**src/design/cbsc_pkg.sv**
```systemverilog
// Shared types and constants for the cut-cell boundary stencil coefficient block.
// No dependencies; every other design file imports this package.
`timescale 1ns / 1ps

package cbsc_pkg;

  localparam int PW     = 17;   // wall fraction width
  localparam int GW     = 24;   // grid spacing register width
  localparam int IDX_W  = 3;    // coefficient index width
  localparam int NSLOT  = 10;   // most coefficients one item produces
  localparam int SLOT_W = 4;    // index into the coefficient slots

  localparam logic GROUP_STENCIL = 1'b0;
  localparam logic GROUP_FLUX    = 1'b1;

  localparam logic [GW-1:0] SPACING_RESET = GW'(65536);

  typedef enum logic [1:0] {
    KIND_FLOAT     = 2'd0,
    KIND_DIRICHLET = 2'd1,
    KIND_NEUMANN   = 2'd2,
    KIND_UNUSED    = 2'd3
  } kind_t;

  // How a base value is formed from its numerator.
  typedef enum logic [1:0] {
    OP_PASS = 2'd0,
    OP_HALF = 2'd1,
    OP_DIV  = 2'd2
  } op_t;

  // Which of the three rational denominators a division uses.
  typedef enum logic [1:0] {
    DEN_A = 2'd0,   // 2E + 3psi + psi^2
    DEN_B = 2'd1,   // E + psi
    DEN_C = 2'd2    // 2E + psi
  } den_t;

  typedef struct packed {
    logic             group;
    logic [IDX_W-1:0] idx;
    logic             last;
    logic             neg;
  } meta_t;

  function automatic int imax(int a, int b);
    return (a > b) ? a : b;
  endfunction

endpackage

```
**src/design/cbsc_front.sv**
```systemverilog
// Front pipeline: registers the input item and forms psi^2 and the rounded psi^3.
// Elastic three-stage pipeline; depends on cbsc_pkg.
`timescale 1ns / 1ps

module cbsc_front
  import cbsc_pkg::*;
#(
  parameter int FRAC_BITS = 16,
  localparam int CW3 = 3 * PW - FRAC_BITS
) (
  input  logic            clk,
  input  logic            rst,
  input  logic            in_valid,
  output logic            in_ready,
  input  logic [PW-1:0]   in_frac,
  input  kind_t           in_kind,
  input  logic            in_right,
  output logic            out_valid,
  input  logic            out_ready,
  output logic [PW-1:0]   out_p,
  output logic [2*PW-1:0] out_sq,
  output logic [CW3-1:0]  out_cube,
  output kind_t           out_kind,
  output logic            out_right
);

  logic v1, v2, v3;
  logic r1, r2, r3;
  logic [PW-1:0] p1, p2, p3;
  kind_t k1, k2, k3;
  logic rt1, rt2, rt3;
  logic [2*PW-1:0] sq2, sq3;
  logic [CW3-1:0] cb3;
  logic [3*PW-1:0] prod;

  assign r3 = ~v3 | out_ready;
  assign r2 = ~v2 | r3;
  assign r1 = ~v1 | r2;
  assign in_ready = r1;

  // Cube with half-up rounding back to 2*FRAC_BITS fraction bits.
  assign prod = (3 * PW)'(sq2) * (3 * PW)'(p2) + ((3 * PW)'(1) << (FRAC_BITS - 1));

  always_ff @(posedge clk) begin
    if (rst) begin
      v1 <= 1'b0;
      v2 <= 1'b0;
      v3 <= 1'b0;
    end else begin
      if (r1) v1 <= in_valid;
      if (r2) v2 <= v1;
      if (r3) v3 <= v2;
    end
    if (r1 && in_valid) begin
      p1  <= in_frac;
      k1  <= in_kind;
      rt1 <= in_right;
    end
    if (r2 && v1) begin
      p2  <= p1;
      k2  <= k1;
      rt2 <= rt1;
      sq2 <= (2 * PW)'(p1) * (2 * PW)'(p1);
    end
    if (r3 && v2) begin
      p3  <= p2;
      k3  <= k2;
      rt3 <= rt2;
      sq3 <= sq2;
      cb3 <= prod[3*PW-1:FRAC_BITS];
    end
  end

  assign out_valid = v3;
  assign out_p     = p3;
  assign out_sq    = sq3;
  assign out_cube  = cb3;
  assign out_kind  = k3;
  assign out_right = rt3;

endmodule

```
**config.mk**
```make
export PLATFORM = sky130hd
export DESIGN_NAME = cbsc_front
export DESIGN_NICKNAME = d
export VERILOG_FILES = /design/src/design/cbsc_pkg.sv /design/src/design/cbsc_front.sv
export SDC_FILE = /design/constraint.sdc
export NUM_CORES = 2
export LEC_CHECK = 0
export ABC_CLOCK_PERIOD_IN_PS = 7900
export BUFFER_PORTS_ARGS = -buffer_cell sky130_fd_sc_hd__buf_2
export CAP_MARGIN = 20
export CORE_ASPECT_RATIO = 0.75
export CORE_MARGIN = 8
export CORE_UTILIZATION = 45
export DETAILED_ROUTE_END_ITERATION = 7
export GPL_TIMING_DRIVEN = 0
export PLACE_DENSITY = 0.59
export REMOVE_ABC_BUFFERS = 1
export SLEW_MARGIN = 10
export SYNTH_ARGS = -nofsm -noshare
export SYNTH_HDL_FRONTEND = slang
export SYNTH_SLANG_ARGS = --single-unit
```
**constraint.sdc**
```tcl
create_clock -name clk -period 7.9 [get_ports clk]
set_input_delay 0.79 -clock clk [delete_from_list [all_inputs] [get_ports clk]]
set_output_delay 0.79 -clock clk [all_outputs]
set_load 0.1 [all_outputs]
```
==> results.json <==
{
  "status": "finished clean",
  "gr-usage-all-layers_pct": 20.8,
  "drc": 0,
  "antenna_found_initial": 0,
  "post-place-cells": 4184,
  "setup_tns_ns": 0,
  "finalHoldViolations": 0,
  "n_fill_cell": 6569,
  "fin_worst_skew_ns": 0.0214,
  "first_global_vias": 23100,
  "rsz0062_at_grt": "false",
  "worstSetupPathType": "register to register",
  "cp.arrival_ns": 7.76,
  "ys_top_cells_by_count": "833 x inv_1, 662 x fa_1, 410 x nand2_1, 326 x and2_1, 262 x ha_1",
  "grt_pass1_wl_mm": 128,
  "relSlewSlack_pct": 25.3,
  "cts_resized": 0,
  "path_delay_family": "adder cells",
  "stdcell_area_um2": 34100,
  "cap_viol_max_count": 0,
  "synth_flop_cell": "edfxtp_1",
  "grt-ovfl-total": 0,
  "fin_crit_sh_pct": 93.8,
  "drtIter0Drc": 1173,
  "ios": 115,
  "synthCells": 3204,
  "async_flop_share_pct": 0,
  "cts_tree": "yes",
  "report.final.slew_viol_count": 0,
  "syn_area_um2": 31500,
  "netlist_top_cells_area": "fa_1 42%, edfxtp_1 15%, ha_1 10%",
  "synth.most_common_cell": "inv_1",
  "placed_area_um2": 33500,
  "start_util_pct": 45.2,
  "crit_path_max_incr_delay_ns": 0.96,
  "wl_per_cell_um": 18.3,
  "root_buffer": "clkbuf_16",
  "cpMostUsedCell": "fa_1",
  "start_kind": "register",
  "die_y_um": 245,
  "cts.path.max_buffers": 2,
  "drive_above_1_share_pct": 6.64,
  "die-area_um2": 78700,
  "endpoint_kind": "register",
  "setup_viol": 0,
  "fp.coreArea_um2": 69700,
  "worst_slew_pin_slew_ns": 1.12,
  "synth_edf_count": 159,
  "yosysTopAreaCell": "fa_1",
  "globalplace.congestion": 0.828,
  "synth.yosys.seq_area_share_pct": 15.4,
  "drtPass1Iterations": 5,
  "grt_max_degree": 31,
  "yosys_warnings": 0,
  "fp-row-count": 84,
  "synth_cell_types": 73,
  "cts_max_level": 4,
  "avgViaCountPerCell": 4.99,
  "fmax_mhz": 135,
  "numPortBuffers": 113,
  "multi_input_area_um2": 23100,
  "cp.required_ns": 8.25,
  "busiest_layer": "met2",
  "met3_usage_pct": 3.43,
  "clock_latency_ns": 0.50,
  "avgSynthCellArea_um2": 9.82,
  "cpMaxStageDelayCell": "edfxtp_1",
  "hold_path_class": "register to register",
  "drt.antenna.violating_nets": 0,
  "clk_pin_slew_ns": 0.08,
  "cts_setup_buffers": 0,
  "numCtsBuffers": 17,
  "cts.sinks": 162,
  "ctsHoldBuffers": 0,
  "final_cells": 4217,
  "hpwl_mm": 61.3,
  "layout.nets": 4205,
  "synth-seq-cells": 162,
  "cp_cell_sequence": "buf_8 -> nand2_1 -> fa_1 -> inv_1 -> fa_1 -> inv_1 -> fa_1 -> inv_1 -> fa_1 -> fa_1 -> inv_1 -> fa_1 -> inv_1 -> ha_1 -> a21oi_2 -> o21ai_0 -> a221oi_2 -> o21ai_1 -> o31ai_2 -> a31oi_2 -> and4_1 -> nor3_1",
  "area.growth.synth_to_final_pct": 8.25,
  "grt_use_met1_pct": 28.5,
  "fin_util_pct": 48.9,
  "dieWidth_um": 321,
  "finalCriticalPeriod_ns": 7.41,
  "regArea_um2": 4830,
  "vias": 21000,
  "met2_usage_pct": 34.1,
  "critPathBufInv": 6,
  "synth_top_cell_area_share_pct": 42.1,
  "totalWireLength_mm": 77.3,
  "crit_fanout": 19
}
## registers in the layout, summed over array words and instances, names as in the netlist, 17 cells and up
register / count
out_cube: 35
out_sq: 32
sq2: 32
out_p: 17
p1: 17
p2: 17
## metrics by stage
step	worst slack, ns	hold WS, ns
6_report	0.491	0.419
3_3_place_gp	-0.483	0.400
5_1_grt	0.162	0.431
2_1_floorplan	1.72	0.400
4_1_cts	0.561	0.421
3_5_place_dp	0.579	0.405
## area by class of cell
class | count | area share, %
antenna | 1 | 0.00735
clock buffer | 17 | 1.25
clock inverter | 15 | 0.441
inverter | 833 | 9.18
multi-input combinational | 2093 | 67.7
sequential | 162 | 14.2
tap | 946 | 3.48
timing repair buffer | 150 | 3.75
## per-layer routing
metal	wire [µm]	up-vias
met5	0	-
met4	2170	0
met3	4110	104
met2	36100	498
met1	34900	10800
li1	-	9642
## cells by family after synthesis
logic type	synth area share, %
adder cells (fa/ha/maj)	52.5
multiplexers	0.103
AO/OA/AOI/OAI	4.94
flip-flops	15.4
AND/OR/NAND/NOR	13.6
buffers and inverters	11.5
XOR/XNOR	1.92
other	0.0239
## placed cells by master (no fill, tap or decap), types with 4 or more instances in the layout
cell type,count
o21bai_1,10
o21ai_0,37
buf_16,11
xnor2_1,45
o31ai_1,4
a211oi_2,4
nand2b_1,5
edfxtp_1,159
clkbuf_16,17
xor2_1,24
a21oi_2,4
inv_1,833
nor2b_1,8
nand3_1,12
fa_1,662
a21oi_1,57
conb_1,8
buf_8,22
buf_12,4
o21a_1,6
and2_1,326
nand4_1,13
a31oi_1,8
nor2_1,53
ha_1,262
a211oi_1,6
a221oi_2,5
a21o_1,31
o211ai_1,5
o21ai_1,10
buf_2,113
nor3_1,9
inv_6,5
and3_1,8
nand2_1,410
or3_1,4
## path summary, 6_finish.rpt
check               from           end  slack [ns]  depth (start not counted)
setup / recovery  p2[11]  out_cube[34]        0.49                         22
hold / removal     k2[1]   out_kind[1]        0.42                          0
setup reg to reg  p2[11]  out_cube[34]        0.49                         22
hold reg to reg    k2[1]   out_kind[1]        0.42                          0
Power is not shown: default switching activity piles up to over one toggle a cycle in this logic, so the estimate is an artifact.
