### config.mk
export PLATFORM = sky130hd
export DESIGN_NAME = cbsc_outbuf
export DESIGN_NICKNAME = d
export VERILOG_FILES = /design/src/design/cbsc_pkg.sv /design/src/design/cbsc_outbuf.sv
export SDC_FILE = /design/constraint.sdc
export NUM_CORES = 1
export LEC_CHECK = 0
export ABC_CLOCK_PERIOD_IN_PS = 4360
export BUFFER_PORTS_ARGS = -buffer_cell sky130_fd_sc_hd__buf_2
export CAP_MARGIN = 40
export CORE_UTILIZATION = 50
export CTS_CLUSTER_DIAMETER = 120
export DETAILED_ROUTE_END_ITERATION = 16
export PLACE_DENSITY = 0.76
export SLEW_MARGIN = 20
export SYNTH_ARGS = -nofsm -noshare
export SYNTH_HDL_FRONTEND = slang
export SYNTH_SLANG_ARGS = --single-unit
### constraint.sdc
create_clock -name clk -period 4.36 [get_ports clk]
set_input_delay 0.654 -clock clk [delete_from_list [all_inputs] [get_ports clk]]
set_output_delay 0.654 -clock clk [all_outputs]
set_load 0.005 [all_outputs]
### src/design/cbsc_pkg.sv
// Shared types and constants for the cut-cell boundary stencil coefficient block.
// No dependencies; every other design file imports this package.
`timescale 1ns / 1ps

package cbsc_pkg;

  localparam int PW     = 17;   // wall fraction width
  localparam int GW     = 24;   // grid spacing register width
  localparam int IDX_W  = 3;    // coefficient index width
  localparam int NSLOT  = 10;   // most coefficients one item produces
  localparam int SLOT_W = 4;    // index into the coefficient slots

  localparam logic GROUP_STENCIL = 1'b0;
  localparam logic GROUP_FLUX    = 1'b1;

  localparam logic [GW-1:0] SPACING_RESET = GW'(65536);

  typedef enum logic [1:0] {
    KIND_FLOAT     = 2'd0,
    KIND_DIRICHLET = 2'd1,
    KIND_NEUMANN   = 2'd2,
    KIND_UNUSED    = 2'd3
  } kind_t;

  // How a base value is formed from its numerator.
  typedef enum logic [1:0] {
    OP_PASS = 2'd0,
    OP_HALF = 2'd1,
    OP_DIV  = 2'd2
  } op_t;

  // Which of the three rational denominators a division uses.
  typedef enum logic [1:0] {
    DEN_A = 2'd0,   // 2E + 3psi + psi^2
    DEN_B = 2'd1,   // E + psi
    DEN_C = 2'd2    // 2E + psi
  } den_t;

  typedef struct packed {
    logic             group;
    logic [IDX_W-1:0] idx;
    logic             last;
    logic             neg;
  } meta_t;

  function automatic int imax(int a, int b);
    return (a > b) ? a : b;
  endfunction

endpackage

### src/design/cbsc_outbuf.sv
// Output stage: applies sign and saturation, then holds results in a two-entry
// buffer that decouples the result channel from the pipeline. Depends on cbsc_pkg.
`timescale 1ns / 1ps

module cbsc_outbuf
  import cbsc_pkg::*;
#(
  parameter int CW = 48,
  parameter int QW = 57
) (
  input  logic          clk,
  input  logic          rst,
  output logic          space,
  input  logic          in_valid,
  input  logic [QW-1:0] in_quot,
  input  meta_t         in_meta,
  output logic          out_valid,
  input  logic          out_ready,
  output logic [CW-1:0] out_value,
  output logic          out_group,
  output logic [IDX_W-1:0] out_idx,
  output logic          out_sat,
  output logic          out_last
);

  localparam int XW = imax(QW, CW) + 1;
  localparam logic [XW-1:0] LIM = XW'(1) << (CW - 1);
  localparam int EW = CW + IDX_W + 3;

  logic [XW-1:0] qx;
  logic          sat;
  logic [CW-1:0] val;
  logic [EW-1:0] ent0, ent1, ent_new;
  logic [1:0]    count;
  logic          push, pop;

  always_comb begin
    qx = XW'(in_quot);
    if (in_meta.neg) begin
      sat = (qx > LIM);
      val = CW'(XW'(0) - (sat ? LIM : qx));
    end else begin
      sat = (qx > LIM - XW'(1));
      val = CW'(sat ? LIM - XW'(1) : qx);
    end
  end

  assign ent_new = {in_meta.last, sat, in_meta.idx, in_meta.group, val};
  assign space   = (count != 2'd2);
  assign push    = in_valid & space;
  assign pop     = out_valid & out_ready;

  always_ff @(posedge clk) begin
    if (rst) begin
      count <= 2'd0;
    end else begin
      count <= count + 2'(push) - 2'(pop);
    end
    if (push && pop) begin
      if (count == 2'd1) ent0 <= ent_new;
      else begin
        ent0 <= ent1;
        ent1 <= ent_new;
      end
    end else if (push) begin
      if (count == 2'd0) ent0 <= ent_new;
      else ent1 <= ent_new;
    end else if (pop) begin
      ent0 <= ent1;
    end
  end

  assign out_valid = (count != 2'd0);
  assign out_value = ent0[CW-1:0];
  assign out_group = ent0[CW];
  assign out_idx   = ent0[CW+IDX_W:CW+1];
  assign out_sat   = ent0[CW+IDX_W+1];
  assign out_last  = ent0[CW+IDX_W+2];

endmodule

==> impl_metrics.json <==
{
  "power_density_nw_per_um2": 439,
  "drt-total-wl_microns": 20500,
  "p_leak_nw": 2.86,
  "crit_buf_inv": 4,
  "synth_fp_nets": 668,
  "ys.warnings.count": 0,
  "diodes": 0,
  "pre_cts_slack_ns": 0.0197,
  "ant_nets": 0,
  "dp.cells": 911,
  "cts_hold_buffers": 0,
  "maxSlewViolCount": 0,
  "fin_tns_setup_ns": 0,
  "first_pass_iters": 5,
  "grt_max_degree": 55,
  "cts_root_buffer": "clkbuf_16",
  "setup_slack_ns": 0.347,
  "maxCapViolations": 0,
  "yosys.area.top_type_share": 0.522,
  "arrival_ns": 4.24,
  "portBuffers": 122,
  "min_period_ns": 4.01,
  "syn-instance-count": 597,
  "drive_gt1_frac": 0.327,
  "synthDistinctLibCells": 66,
  "pin_count": 123,
  "routabilityCongestion": 0.954,
  "async_flop_share": 0,
  "avgViaCountPerCell": 6.19,
  "die_h_microns": 114,
  "finalNonFillerCells": 926,
  "worstSetupEndpointType": "flop",
  "finalCritPeriodShare": 0.920,
  "post_cts_buffers": 0,
  "cts_tree": "done",
  "syn2layout_area_growth_pct": 22.8,
  "ys_ff_latch": 110,
  "rsz0062_at_grt": "no",
  "whs_ns": 0.470,
  "fmax_mhz": 249,
  "row_count": 40,
  "synth-edff-count": 108,
  "drc": 0,
  "start_kind": "input pin",
  "dieWidth_microns": 114,
  "worstMarginPinSlew_ns": 0.825,
  "critPathSlowestCell": "or4_1",
  "ir_worst_vdd_mv": 0.277,
  "drtIter0Drc": 623,
  "synth_top_flop_cell": "edfxtp_1",
  "crit_start": "in_quot[29]",
  "htreeDepth": 3,
  "rr_startpoint": "count[0]",
  "seq_area_frac_synth": 0.528,
  "dr_total_vias": 5732,
  "cp_common_cell": "buf_4",
  "grt_overflow": 0,
  "critPathRequiredTime_ns": 4.59,
  "syn-cell-area_sq_um": 6220,
  "crit_type": "input pin to flop",
  "status": "finished, final reports clean",
  "cts_buffers": 9,
  "hold_class": "input pin to flop",
  "grt_pass1_wl_microns": 30900,
  "synthTopCellsByArea": "edfxtp_1, mux2_2, a21oi_1",
  "place_area_sq_um": 7340,
  "core-area_sq_um": 12100,
  "initial_core_util": 0.515,
  "final_nets": 825,
  "clock_latency_ns": 0.36,
  "clk_pin_slew_worst_paths_ns": 0.07,
  "finalHoldViolations": 0,
  "worstHoldStart": "rst",
  "grt_pass1_vias": 5414,
  "final_design_area_no_fill_sq_um": 7630,
  "yosysMostFrequentCell": "edfxtp_1",
  "yosysTopAreaCell": "edfxtp_1",
  "wire_per_inst_microns": 22.1,
  "hpwl_microns": 15000,
  "cp_cell_sequence": "buf_2 -> or4_1 -> or4_4 -> o41a_1 -> nor2_2 -> nand2_1 -> ha_1 -> buf_4 -> inv_1 -> nor2_1 -> o21ai_1 -> buf_4 -> o221ai_2 -> a41oi_2 -> mux2_2",
  "cts_resized": 0,
  "path_delay_family": "simple AND/OR/NAND/NOR gates",
  "die_area_sq_um": 12900,
  "clock_skew_ns": 0.00828,
  "critPathMaxFanout": 8,
  "clock_sinks": 110,
  "slew-limit-headroom": 0.448,
  "max_stage_delay_ns": 0.60,
  "setup_viol": 0,
  "cts_buffer_depth": 2,
  "grtUsageTotal": 0.322,
  "post_synth_most_frequent_cells": "edfxtp_1, nand2_1, nor2_1",
  "syn_avg_cell_area_sq_um": 10.4,
  "antenna_found_initial": 0
}
==> cells in the final DEF (no fill, tap or decap), types with 3 or more instances in the layout <==
| cell type | Yosys | final |
|---|---|---|
| a21oi_1 | 55 | 55 |
| a31oi_1 | 6 | 6 |
| and3_1 | 3 | 3 |
| buf_2 | 4 | 122 |
| buf_4 | 3 | 54 |
| clkbuf_16 | 0 | 9 |
| edfxtp_1 | 108 | 108 |
| ha_1 | 4 | 4 |
| inv_1 | 13 | 13 |
| mux2_2 | 31 | 31 |
| nand2_1 | 71 | 71 |
| nand3_1 | 17 | 17 |
| nand4_1 | 10 | 10 |
| nor2_1 | 59 | 59 |
| nor3_1 | 16 | 16 |
| nor4_1 | 19 | 19 |
| o211a_1 | 3 | 3 |
| o21a_1 | 7 | 7 |
| o21ai_0 | 16 | 16 |
| o21ai_1 | 14 | 13 |
| o22a_1 | 3 | 3 |
| o22ai_1 | 8 | 8 |
| o31ai_1 | 18 | 18 |
| or2_2 | 4 | 4 |
| or3_1 | 13 | 13 |
| or4_1 | 10 | 10 |
| or4_4 | 4 | 4 |
| xor2_1 | 3 | 3 |
==> cells by family (layout without fill, tap and decap cells) <==
group | count (synthesis) | after routing | synth area share
compound gates | 158 | 158 | 0.171
flops | 110 | 110 | 0.528
simple gates | 243 | 243 | 0.196
fa+ha+maj | 4 | 4 | 0.00805
mux | 32 | 32 | 0.0586
xor+xnor | 5 | 5 | 0.00704
buf+inv | 45 | 206 | 0.0310
==> flip-flops by register name, summed over array words and instances (netlist names) <==
signal  cells
ent0       54
count       2
ent1       54
==> routing by layer <==
| layer | GRT usage | wire (microns) |
|---|---|---|
| met1 | 0.443 | 8880 |
| met2 | 0.525 | 9760 |
| met3 | 0.0494 | 1350 |
| met4 | 0.101 | 473 |
| met5 | 0 | 0 |
==> cell type report <==
| class | count | area [sq um] |
|---|---|---|
| clock buffer | 9 | 225 |
| clock inverter | 6 | 71.3 |
| fill | 975 | 4430 |
| inverter | 14 | 52.6 |
| multi-input combinational | 442 | 2750 |
| sequential | 110 | 3280 |
| tap | 168 | 210 |
| timing repair buffer | 177 | 1040 |
==> worst paths after layout <==
kind	endpoint	slack (ns)	depth (start not counted)
max	ent0[32]	0.35	15
min	count[1]	0.47	2
max reg2reg	ent0[18]	1.62	6
min reg2reg	ent0[48]	0.52	2
==> through the flow <==
step / total power, mW / util
after floorplan: 2.11 / -
after global placement: 2.51 / 0.608
after detailed placement: 2.54 / 0.608
after CTS: 3.36 / 0.633
after global routing: 3.50 / 0.633
final: 3.35 / 0.633
==> where the power goes <==
part           internal [mW]  switching (mW)  total, mW  leakage [nW]
Clock                  0.449           0.388      0.836         0.139
Combinational          0.359           0.538      0.897          1.67
Sequential              1.55          0.0716       1.62          1.04
No activity file was read; power rests on OpenSTA's default activity.
