--- config.mk ---
export PLATFORM = sky130hd
export DESIGN_NAME = cbsc_div
export DESIGN_NICKNAME = d
export VERILOG_FILES = /design/src/design/cbsc_pkg.sv /design/src/design/cbsc_div.sv
export SDC_FILE = /design/constraint.sdc
export NUM_CORES = 1
export LEC_CHECK = 0
export CAP_MARGIN = 20
export CELL_PAD_IN_SITES_DETAIL_PLACEMENT = 1
export CELL_PAD_IN_SITES_GLOBAL_PLACEMENT = 2
export CORE_UTILIZATION = 49
export DETAILED_ROUTE_END_ITERATION = 6
export DONT_BUFFER_PORTS = 1
export PLACE_DENSITY = 0.86
export SYNTH_ARGS = -nofsm -noshare
export SYNTH_HDL_FRONTEND = slang
export SYNTH_SLANG_ARGS = --single-unit
--- constraint.sdc ---
create_clock -name clk -period 8.9 [get_ports clk]
set_input_delay 1.335 -clock clk [delete_from_list [all_inputs] [get_ports clk]]
set_output_delay 1.335 -clock clk [all_outputs]
set_load 0.01 [all_outputs]
--- src/design/cbsc_pkg.sv ---
// Shared types and constants for the cut-cell boundary stencil coefficient block.
// No dependencies; every other design file imports this package.
`timescale 1ns / 1ps

package cbsc_pkg;

  localparam int PW     = 17;   // wall fraction width
  localparam int GW     = 24;   // grid spacing register width
  localparam int IDX_W  = 3;    // coefficient index width
  localparam int NSLOT  = 10;   // most coefficients one item produces
  localparam int SLOT_W = 4;    // index into the coefficient slots

  localparam logic GROUP_STENCIL = 1'b0;
  localparam logic GROUP_FLUX    = 1'b1;

  localparam logic [GW-1:0] SPACING_RESET = GW'(65536);

  typedef enum logic [1:0] {
    KIND_FLOAT     = 2'd0,
    KIND_DIRICHLET = 2'd1,
    KIND_NEUMANN   = 2'd2,
    KIND_UNUSED    = 2'd3
  } kind_t;

  // How a base value is formed from its numerator.
  typedef enum logic [1:0] {
    OP_PASS = 2'd0,
    OP_HALF = 2'd1,
    OP_DIV  = 2'd2
  } op_t;

  // Which of the three rational denominators a division uses.
  typedef enum logic [1:0] {
    DEN_A = 2'd0,   // 2E + 3psi + psi^2
    DEN_B = 2'd1,   // E + psi
    DEN_C = 2'd2    // 2E + psi
  } den_t;

  typedef struct packed {
    logic             group;
    logic [IDX_W-1:0] idx;
    logic             last;
    logic             neg;
  } meta_t;

  function automatic int imax(int a, int b);
    return (a > b) ? a : b;
  endfunction

endpackage

--- src/design/cbsc_div.sv ---
// Pipelined restoring divider, one quotient bit per stage, round half up at the end.
// Quotient must fit QB bits before rounding. Depends on cbsc_pkg for meta_t.
`timescale 1ns / 1ps

module cbsc_div
  import cbsc_pkg::*;
#(
  parameter int AW = 8,
  parameter int DW = 8,
  parameter int QB = 4
) (
  input  logic          clk,
  input  logic          rst,
  input  logic          en,
  input  logic          in_valid,
  input  logic [AW-1:0] in_dividend,
  input  logic [DW-1:0] in_divisor,
  input  meta_t         in_meta,
  output logic          out_valid,
  output logic [QB:0]   out_quot,
  output meta_t         out_meta
);

  logic [DW-1:0] rem_s  [QB+1];
  logic [QB-1:0] low_s  [QB+1];
  logic [QB-1:0] quo_s  [QB+1];
  logic [DW-1:0] dvs_s  [QB+1];
  meta_t         meta_s [QB+1];
  logic          vld_s  [QB+1];
  logic          up;

  assign rem_s[0]  = DW'(in_dividend[AW-1:QB]);
  assign low_s[0]  = in_dividend[QB-1:0];
  assign quo_s[0]  = '0;
  assign dvs_s[0]  = in_divisor;
  assign meta_s[0] = in_meta;
  assign vld_s[0]  = in_valid;

  for (genvar k = 0; k < QB; k++) begin : g_stage
    logic [DW:0] trial;
    logic        fits;
    assign trial = {rem_s[k], low_s[k][QB-1]};
    assign fits  = (trial >= {1'b0, dvs_s[k]});
    always_ff @(posedge clk) begin
      if (rst) vld_s[k+1] <= 1'b0;
      else if (en) vld_s[k+1] <= vld_s[k];
      if (en) begin
        rem_s[k+1]  <= fits ? DW'(trial - {1'b0, dvs_s[k]}) : DW'(trial);
        low_s[k+1]  <= {low_s[k][QB-2:0], 1'b0};
        quo_s[k+1]  <= {quo_s[k][QB-2:0], fits};
        dvs_s[k+1]  <= dvs_s[k];
        meta_s[k+1] <= meta_s[k];
      end
    end
  end

  assign up = (rem_s[QB] >= (dvs_s[QB] - rem_s[QB]));

  always_ff @(posedge clk) begin
    if (rst) out_valid <= 1'b0;
    else if (en) out_valid <= vld_s[QB];
    if (en) begin
      out_quot <= {1'b0, quo_s[QB]} + (QB + 1)'(up);
      out_meta <= meta_s[QB];
    end
  end

endmodule

==> run_results.csv <==
group,metric,value,unit
status,outcome,"complete, no violations",
cts,cts-root-buf,"clkbuf_16",
final_layout,layout_commonest_cell,"edfxtp_1",
synthesis,netlist_instances,434,
synthesis,syn-cell-area,6038,um2
cts,cts_sinks,120,
sta,maxClockFrequency,283.5,MHz
pwr,comb_power_share,26.1,%
synthesis,postSynthAreaPerCell,13.91,um2
global_route,grt_max_degree,121,
synthesis,syn_nets,511,
final_layout,layout.nets,529,
cts,cts.htree.levels,4,
routing,vias,3316,
synthesis,yosys_most_used_dff,"edfxtp_1",
cts,clk_pin_slew,0.05,ns
final_layout,diodes,0,
setup_path,cp.arrival,3.69,ns
final_layout,final_cell_count_no_fill,612,
cts,cts_tree,"done",
routing,avgRoutedWirePerCell,16.50,um
routing,detail-route-antenna-nets,0,
cts,cts_resized,0,
pwr,leakage,0.002852,uW
placed_design,dp.cells,580,
global_route,grt-ovfl-total,0,
setup_path,slowest_delay,0.39,ns
synthesis,ys_ff_latch,120,
setup_path,crit_fanout,2,
sta,final_min_period_over_clock_period,39.63,%
pwr,internal-power,1453,uW
cts,clockBufferDepth,2,
sta,fin_setup_tns,0,ns
setup_path,crit_family,"adder cells",
routing,vias_per_cell,5.418,
synthesis,synthArstFlopShare,0,%
floorplan,boundaryPins,38,
pwr,p_seq_share,38.5,%
placed_design,port-buffer-count,0,
final_layout,fillers,1167,
sta,slew_violations,0,
setup_path,path_cells,"inv_1, ha_1, inv_1, fa_1, a21o_1, a21oi_1, o21bai_1, a21oi_1, xor2_1, ha_1, a211o_1, o22a_1, ha_1, ha_1, and3_1",
floorplan,initial_core_util,50.27,%
sta,rsz0062_at_grt,"false",
floorplan,dieArea,12770,um2
sta,slew_headroom,67.61,%
setup_path,critPathKind,"reg -> reg",
floorplan,die_w,113.0,um
pwr,switching_share,26.94,%
floorplan,coreArea,12010,um2
global_route,track_usage,17.52,%
worst_hold_path,hold_class,"reg -> reg",
pwr,clkPwrFrac,35.4,%
placed_design,routabilityCongestion,0.7713,
setup_path,cpMostUsedCell,"ha_1",
setup_path,start_kind,"flip-flop",
setup_path,required,9.06,ns
global_route,grt_pass1_vias,3582,
cts,postCtsSetupBuffers,0,
sta,fin_crit,3.527,ns
final_layout,area_growth,13.30,%
routing,detail_route.iter0.violations,105,
synthesis,synthDistinctLibCells,49,
synthesis,synth_edf_count,115,
run,cap_viol_max_count,0,
routing,wl,10100,um
synthesis,yosys_warnings,0,
cts,clk_latency,0.41,ns
floorplan,placementRows,40,
pwr,switchingPower,535.8,uW
final_layout,drive_gt1_share,13.33,%
setup_path,critPathSlowestCell,"edfxtp_1",
pwr,peakVddDrop,0.0001709,V
placed_design,place_hpwl,7482,um
cts,postCtsHoldBufs,0,
routing,drc,0,
global_route,grt_pass1_wl,16580,um
cts,numCtsBuffers,17,
sta,fin_skew,0.005004,ns
sta,final_hold_viol_count,0,
sta,setup-violations-final,0,
floorplan,die_h,113.0,um
global_route,antenna_found_initial,0,
routing,dr.pass1.iters,4,
pwr,cellPowerDensity,290.7,nW/um2
sta,tightest_slew,0.4817,ns
final_layout,final_cell_mix,"edfxtp_1 (115), inv_1 (57), ha_1 (46)",
setup_path,end_kind,"flip-flop",
setup_path,crit_buf_inv,2,
synthesis,synth.yosys.seq_area_share,58.85,%
[cells in the mapped netlist, types with 2 or more instances]
cell type,count,area [um2]
edfxtp_1,115,3453
inv_1,57,214.0
ha_1,46,575.6
nor2_1,28,105.1
xnor2_1,16,140.1
nand2_1,15,56.30
mux2i_1,13,130.1
a21oi_1,12,60.06
mux2_4,10,150.1
mux2_2,8,90.09
a21o_1,7,52.55
o21a_1,7,52.55
nand3_1,6,30.03
nor2b_1,6,37.54
o21ai_0,6,30.03
xor2_1,6,52.55
dfxtp_1,5,100.1
fa_1,5,100.1
a211o_1,4,35.03
o21bai_1,4,30.03
o31a_1,4,35.03
or2_2,4,25.02
a211oi_1,3,22.52
a21boi_0,3,22.52
o211a_1,3,30.03
o311ai_0,3,26.28
a2111oi_4,2,55.05
a311o_1,2,20.02
a311oi_1,2,17.52
a31oi_1,2,12.51
a41o_1,2,20.02
and2b_2,2,17.52
and3_1,2,12.51
and4b_1,2,20.02
nand2b_1,2,12.51
nor3_1,2,10.01
o211ai_1,2,15.01
o211ai_4,2,42.54
o21ai_1,2,10.01
o31ai_1,2,15.01
or3_4,2,22.52
[final timing paths]
path	start	endpoint	slack, ns	cells past startpoint
min	quo_s[12]$_DFFE_PP_	quo_s[9]$_DFFE_PP_	0.42	0
max reg2reg	dvs_s[0]$_DFFE_PP_	out_quot[4]$_DFFE_PP_	5.37	15
min reg2reg	quo_s[12]$_DFFE_PP_	quo_s[9]$_DFFE_PP_	0.42	0
max	dvs_s[0]$_DFFE_PP_	out_quot[4]$_DFFE_PP_	5.37	15
[cell type report]
class                      instances  area, um2  area share (%)
multi-input combinational        256       2267           33.14
inverter                          57      214.0           3.127
clock buffer                      20      446.7           6.529
sequential                       120       3553           51.94
tap                              147      183.9           2.688
clock inverter                    12      176.4           2.579
[metal layers]
layer / vias to the layer above / global-route usage (%) / wire [um]
met4: 0 / 7.368 / 150
li1: 1642 / - / -
met2: 48 / 33.87 / 5865
met1: 1613 / 16.62 / 3796
met5: - / 0 / 0
met3: 13 / 6.052 / 289
[power groups by stage]
stage	registers (uW)	logic [uW]	clock network (uW)
4_1_cts	767	531	717
2_1_floorplan	761	410	0
3_5_place_dp	777	515	0
3_3_place_gp	772	485	0
5_1_grt	773	583	744
6_report	765	520	704
[sequential cells by signal, summed over array words and instances (netlist names)]
name           flops
out_valid          1
out_meta           6
rem_s              8
quo_s             10
dvs_s             32
meta_s            24
low_s              3
g_stage.trial     27
vld_s              4
out_quot           5
[cell families (layout without fill, tap and decap cells)]
family	count (synthesis)	count (layout)	share of synthesized area, %
flip-flops	120	120	58.85
AO/OA/AOI/OAI	79	79	11.00
AND/OR/NAND/NOR	73	73	6.030
buffers and inverters	58	89	3.605
adder cells (fa/ha/maj)	51	51	11.19
multiplexers	31	31	6.133
XOR/XNOR	22	22	3.191
[per-stage QoR]
| stage | total power (uW) | utilization, % | hold WS [ns] | cell area (um2) | worst slack (ns) |
|---|---|---|---|---|---|
| 6_report | 1989 | 56.96 | 0.4170 | 6842 | 5.373 |
| 5_1_grt | 2100 | 56.96 | 0.4255 | 6842 | 5.096 |
| 4_1_cts | 2015 | 56.96 | 0.4199 | 6842 | 5.327 |
| 3_5_place_dp | 1293 | 51.77 | 0.4063 | 6218 | 5.381 |
| 3_3_place_gp | 1257 | 51.77 | 0.4006 | 6218 | 5.478 |
| 2_1_floorplan | 1170 | - | 0.4003 | 6038 | 5.666 |
Power figures use the tool's default switching activity.
